==> config.mk <==
export PLATFORM = sky130hd
export DESIGN_NAME = tc_fifo
export DESIGN_NICKNAME = d
export VERILOG_FILES = /design/src/design/tc_pkg.sv /design/src/design/tc_fifo.sv
export SDC_FILE = /design/constraint.sdc
export NUM_CORES = 1
export LEC_CHECK = 0
export BUFFER_PORTS_ARGS = -buffer_cell sky130_fd_sc_hd__buf_2
export CAP_MARGIN = 0
export CORE_AREA = 2 2 226 228
export DETAILED_ROUTE_END_ITERATION = 7
export DIE_AREA = 0 0 228 230
export PLACE_DENSITY = 0.72
export SYNTH_ARGS = -nofsm -noshare
export SYNTH_HDL_FRONTEND = slang
export SYNTH_SLANG_ARGS = --single-unit
==> constraint.sdc <==
create_clock -name clk_i -period 15 [get_ports clk_i]
set_clock_uncertainty 0.05 [all_clocks]
set_input_delay 0.75 -clock clk_i [delete_from_list [all_inputs] [get_ports clk_i]]
set_output_delay 0.75 -clock clk_i [all_outputs]
set_load 0.02 [all_outputs]
==> src/design/tc_pkg.sv <==
// Shared types, constants and helpers of the triangle rectangle clipper.
package tc_pkg;

  localparam int COORD_W   = 32;
  localparam int DIV_STEPS = COORD_W + 1;
  localparam int CNT_W     = $clog2(DIV_STEPS + 1);
  localparam int QDEPTH    = 2;
  localparam int CFG_IDX_W = 3;

  // Inside mask codes, one bit per vertex
  localparam logic [2:0] MASK_NONE = 3'b000;
  localparam logic [2:0] MASK_A    = 3'b001;
  localparam logic [2:0] MASK_B    = 3'b010;
  localparam logic [2:0] MASK_C    = 3'b100;
  localparam logic [2:0] MASK_ALL  = 3'b111;

  typedef enum logic [CFG_IDX_W-1:0] {
    CFG_LEFT   = 3'd0,
    CFG_TOP    = 3'd1,
    CFG_RIGHT  = 3'd2,
    CFG_BOTTOM = 3'd3
  } cfg_idx_e;

  typedef enum logic [1:0] {
    K_PASS,
    K_ONE,
    K_TWO
  } job_kind_e;

  typedef enum logic [1:0] {
    L_IDLE,
    L_MUL,
    L_SEED,
    L_DIV
  } lerp_st_e;

  typedef enum logic [2:0] {
    B_IDLE,
    B_CALC,
    B_WAIT,
    B_EMIT0,
    B_EMIT1
  } back_st_e;

  typedef struct packed {
    logic signed [COORD_W-1:0] a_x;
    logic signed [COORD_W-1:0] a_y;
    logic signed [COORD_W-1:0] a_z;
    logic signed [COORD_W-1:0] b_x;
    logic signed [COORD_W-1:0] b_y;
    logic signed [COORD_W-1:0] b_z;
    logic signed [COORD_W-1:0] c_x;
    logic signed [COORD_W-1:0] c_y;
    logic signed [COORD_W-1:0] c_z;
  } in_t;

  typedef struct packed {
    logic signed [COORD_W-1:0] out_a_x;
    logic signed [COORD_W-1:0] out_a_y;
    logic signed [COORD_W-1:0] out_a_z;
    logic signed [COORD_W-1:0] out_b_x;
    logic signed [COORD_W-1:0] out_b_y;
    logic signed [COORD_W-1:0] out_b_z;
    logic signed [COORD_W-1:0] out_c_x;
    logic signed [COORD_W-1:0] out_c_y;
    logic signed [COORD_W-1:0] out_c_z;
    logic                      last_of_run;
  } out_t;

  typedef struct packed {
    logic signed [COORD_W-1:0] x;
    logic signed [COORD_W-1:0] y;
    logic signed [COORD_W-1:0] z;
  } vtx_t;

  typedef struct packed {
    logic signed [COORD_W-1:0] left;
    logic signed [COORD_W-1:0] top;
    logic signed [COORD_W-1:0] right;
    logic signed [COORD_W-1:0] bottom;
  } bounds_t;

  typedef struct packed {
    job_kind_e    kind;
    logic [1:0]   k;
    vtx_t [2:0]   v;
  } job_t;

  function automatic logic inside_f(vtx_t p, bounds_t b);
    return ($signed(p.x) >= $signed(b.left)) && ($signed(p.x) <= $signed(b.right)) &&
           ($signed(p.y) >= $signed(b.top)) && ($signed(p.y) <= $signed(b.bottom));
  endfunction

  // Magnitude of a sign-extended difference
  function automatic logic [COORD_W:0] mag_f(logic signed [COORD_W:0] v);
    return v[COORD_W] ? (~v + 1'b1) : v;
  endfunction

  // Cyclic successor of a vertex slot
  function automatic logic [1:0] nxt_f(logic [1:0] i);
    logic [1:0] r;
    case (i)
      2'd0:    r = 2'd1;
      2'd1:    r = 2'd2;
      default: r = 2'd0;
    endcase
    return r;
  endfunction

endpackage

==> src/design/tc_fifo.sv <==
// Short job queue between the classifier and the clipping engine.
module tc_fifo (
  input  logic          clk_i,
  input  logic          rst_ni,
  input  logic          push_i,
  input  tc_pkg::job_t  job_i,
  input  logic          pop_i,
  output tc_pkg::job_t  job_o,
  output logic          full_o,
  output logic          empty_o
);
  import tc_pkg::*;

  localparam int PW = $clog2(QDEPTH);

  job_t          mem_q [QDEPTH];
  logic [PW-1:0] wr_q, rd_q;
  logic [PW:0]   cnt_q;

  assign full_o  = cnt_q == (PW+1)'(QDEPTH);
  assign empty_o = cnt_q == '0;
  assign job_o   = mem_q[rd_q];

  // Advance pointers and fill count
  always_ff @(posedge clk_i or negedge rst_ni) begin
    if (!rst_ni) begin
      wr_q  <= '0;
      rd_q  <= '0;
      cnt_q <= '0;
    end else begin
      if (push_i) wr_q <= wr_q + 1'b1;
      if (pop_i)  rd_q <= rd_q + 1'b1;
      cnt_q <= cnt_q + (PW+1)'(push_i) - (PW+1)'(pop_i);
    end
  end

  always_ff @(posedge clk_i) begin
    if (push_i) mem_q[wr_q] <= job_i;
  end

endmodule

==> flow_metrics.env <==
export IMPL_dieArea_mm2=0.0524
export IMPL_ys_ff_latch=588
export IMPL_crit_fanout=55
export IMPL_cts_tree="built"
export IMPL_syn2layout_area_growth_pct=24.2
export IMPL_rows=82
export IMPL_drtAntennaViolNets=0
export IMPL_clockPowerShare=0.253
export IMPL_io_buffers=589
export IMPL_antenna_found_initial=17
export IMPL_critPathLaunchType="register"
export IMPL_grt_max_degree=78
export IMPL_cts_sinks=588
export IMPL_cts_root_buf="clkbuf_16"
export IMPL_critical_path_top_delay_family="buffers and inverters"
export IMPL_grt_usage=0.183
export IMPL_gp_congestion=0.880
export IMPL_die_w_um=228
export IMPL_fin_crit_sh=0.375
export IMPL_numCtsBuffers=58
export IMPL_syn_area_mm2=0.0224
export IMPL_start_util=0.450
export IMPL_clockBufferDepth=3
export IMPL_finalPower_mw=5.67
export IMPL_worst_path_largest_cell_delay_ns=0.92
export IMPL_vias=11100
export IMPL_fp_dieH_um=230
export IMPL_fin_setup_tns_ns=0
export IMPL_drive_above_1_share=0.615
export IMPL_ys_seq_area_frac=0.786
export IMPL_ctsHoldBuffers=1
export IMPL_fmax_ghz=0.178
export IMPL_cp_data_required_time_ns=14.20
export IMPL_max_slew_margin=0.250
export IMPL_grt_pass1_vias=11600
export IMPL_avgSynthCellArea_um2=24.3
export IMPL_rsz0062_at_grt="no"
export IMPL_finalHoldViolations=0
export IMPL_p_sw_mw=1.80
export IMPL_crit_buf_inv=4
export IMPL_final_common_cell="buf_2"
export IMPL_drtPass1Iterations=5
export IMPL_p_int_mw=3.87
export IMPL_layout_common_cells="buf_2 (589), edfxtp_1 (584), mux2_4 (270)"
export IMPL_yosysWarnings=0
export IMPL_utilization=0.559
export IMPL_cts_setup_buffers=0
export IMPL_ir_drop_mv=0.134
export IMPL_drcViolationCount=0
export IMPL_maxCapViolations=0
export IMPL_synth_distinct_cells=15
export IMPL_syn_instance_count=924
export IMPL_clk_latency_ns=0.59
export IMPL_worstHoldPathType="primary input to register"
export IMPL_drt_iter0_markers=724
export IMPL_htreeDepth=2
export IMPL_final_max_slew_viol_count=0
export IMPL_grt_pass1_wl_mm=71.7
export IMPL_cpMaxStageDelayCell="buf_4"
export IMPL_end_kind="output port"
export IMPL_static_leakage_power_nw=11.2
export IMPL_wl_per_cell_um=21.7
export IMPL_cts_resized=0
export IMPL_netSwitchingFraction=0.317
export IMPL_status="finished clean"
export IMPL_cts_clk_slew_worst_paths_ns=0.06
export IMPL_path_cells="buf_4 -> buf_4 -> buf_4 -> mux2_2 -> buf_2"
export IMPL_tightest_slew_ns=1.12
export IMPL_syn_nets=1222
export IMPL_overflow=0
export IMPL_core_mm2=0.0499
export IMPL_worstPathArrival_ns=4.82
export IMPL_power_frac_comb=0.342
export IMPL_cpMostUsedCell="buf_4"
export IMPL_fillCellCount=3804
export IMPL_dpl_hpwl_mm=34.6
export IMPL_setup_viol=0
export IMPL_ios=590
export IMPL_power_density_mw_per_mm2=203
export IMPL_period_minus_slack_ns=5.62
export IMPL_critPathKind="register to output port"
export IMPL_seqPwrFrac=0.405
export IMPL_vias_per_cell=4.88
export IMPL_nNetsFinal=1852
export IMPL_totalWireLength_mm=49.4
==> per-stage QoR <==
| step | cell area (µm²) | hold slack, ns | std cells | setup WS (ns) |
|---|---|---|---|---|
| floorplan | 22400 | 0.404 | 924 | 0.661 |
| global placement | 25900 | 0.481 | 2165 | 10.13 |
| detailed placement | 25900 | 0.486 | 2165 | 10.02 |
| CTS | 27900 | 0.246 | 2271 | 9.35 |
| global route | 27900 | 0.253 | 2276 | 9.16 |
| finish | 27900 | 0.291 | 2281 | 9.38 |
==> synthesized netlist by cell type <==
| cell | number | area share |
|---|---|---|
| mux2_4 | 270 | 0.18 |
| nor2b_1 | 2 | 0.00056 |
| nor2_1 | 1 | 0.00017 |
| buf_12 | 1 | 0.00089 |
| inv_1 | 2 | 0.00033 |
| buf_2 | 2 | 0.00045 |
| ha_1 | 2 | 0.0011 |
| buf_8 | 11 | 0.0074 |
| mux2_2 | 22 | 0.011 |
| buf_6 | 19 | 0.0095 |
| edfxtp_1 | 584 | 0.78 |
| and2_1 | 1 | 0.00028 |
| xor2_1 | 2 | 0.00078 |
| dfrtp_1 | 4 | 0.0045 |
| xor3_1 | 1 | 0.0011 |
==> worst register-to-register path, delay by kind of cell (launching register included) <==
family | cells | cell delay, ns
buffers and inverters | 2 | 1.76
flip-flops | 1 | 0.43
AND/OR/NAND/NOR | 1 | 0.75
==> layout make-up <==
class                           count  area [µm²]  share of cell area
Multi-Input combinational cell    301        4400               0.158
Timing Repair Buffer              603        3060               0.110
Antenna cell                       10        25.0            0.000897
Sequential cell                   588       17600               0.633
Inverter                            2        7.51            0.000269
Tap cell                          672         841              0.0302
Clock inverter                     31         330              0.0118
Clock buffer                       74        1590              0.0568
==> routing by layer <==
metal / global-route usage / routed length, µm
met5: 0 / 108
met4: 0.0582 / 1140
met3: 0.0776 / 5060
met2: 0.308 / 24700
met1: 0.213 / 18400
==> registers in the layout (all words and copies together), names as in the netlist <==
| signal | cells |
|---|---|
| mem_q | 584 |
| cnt_q | 2 |
| rd_q | 1 |
| wr_q | 1 |
==> cells by family after synthesis <==
family	count (synthesis)	share of synthesized area
xor gates and xnor gates	3	0.00184
adders and majority gates	2	0.00111
buffers and inverters	35	0.0186
DFF	588	0.786
muxes	292	0.192
and+or+nand+nor	4	0.00100
==> power by group through the flow <==
stage               combinational (mW)  clock [mW]  sequential [mW]
finish                            1.94        1.44             2.30
global route                      2.03        1.53             2.32
CTS                               1.96        1.47             2.30
detailed placement                1.95           0             2.33
global placement                  1.94           0             2.32
floorplan                         1.49           0             2.41
==> worst paths after layout <==
kind                            startpoint             to  slack [ns]  cells past startpoint
worst max-delay path                  rd_q     job_o[288]        9.38                      5
worst min-delay path            job_i[277]  mem_q[1][277]        0.29                      1
worst max register to register        wr_q  mem_q[0][128]       11.51                      3
worst min register to register        wr_q           wr_q        0.50                      1
max in group asynchronous           rst_ni           rd_q       14.27                      2
min in group asynchronous           rst_ni           wr_q        0.48                      2
Power figures use the tool's default switching activity.
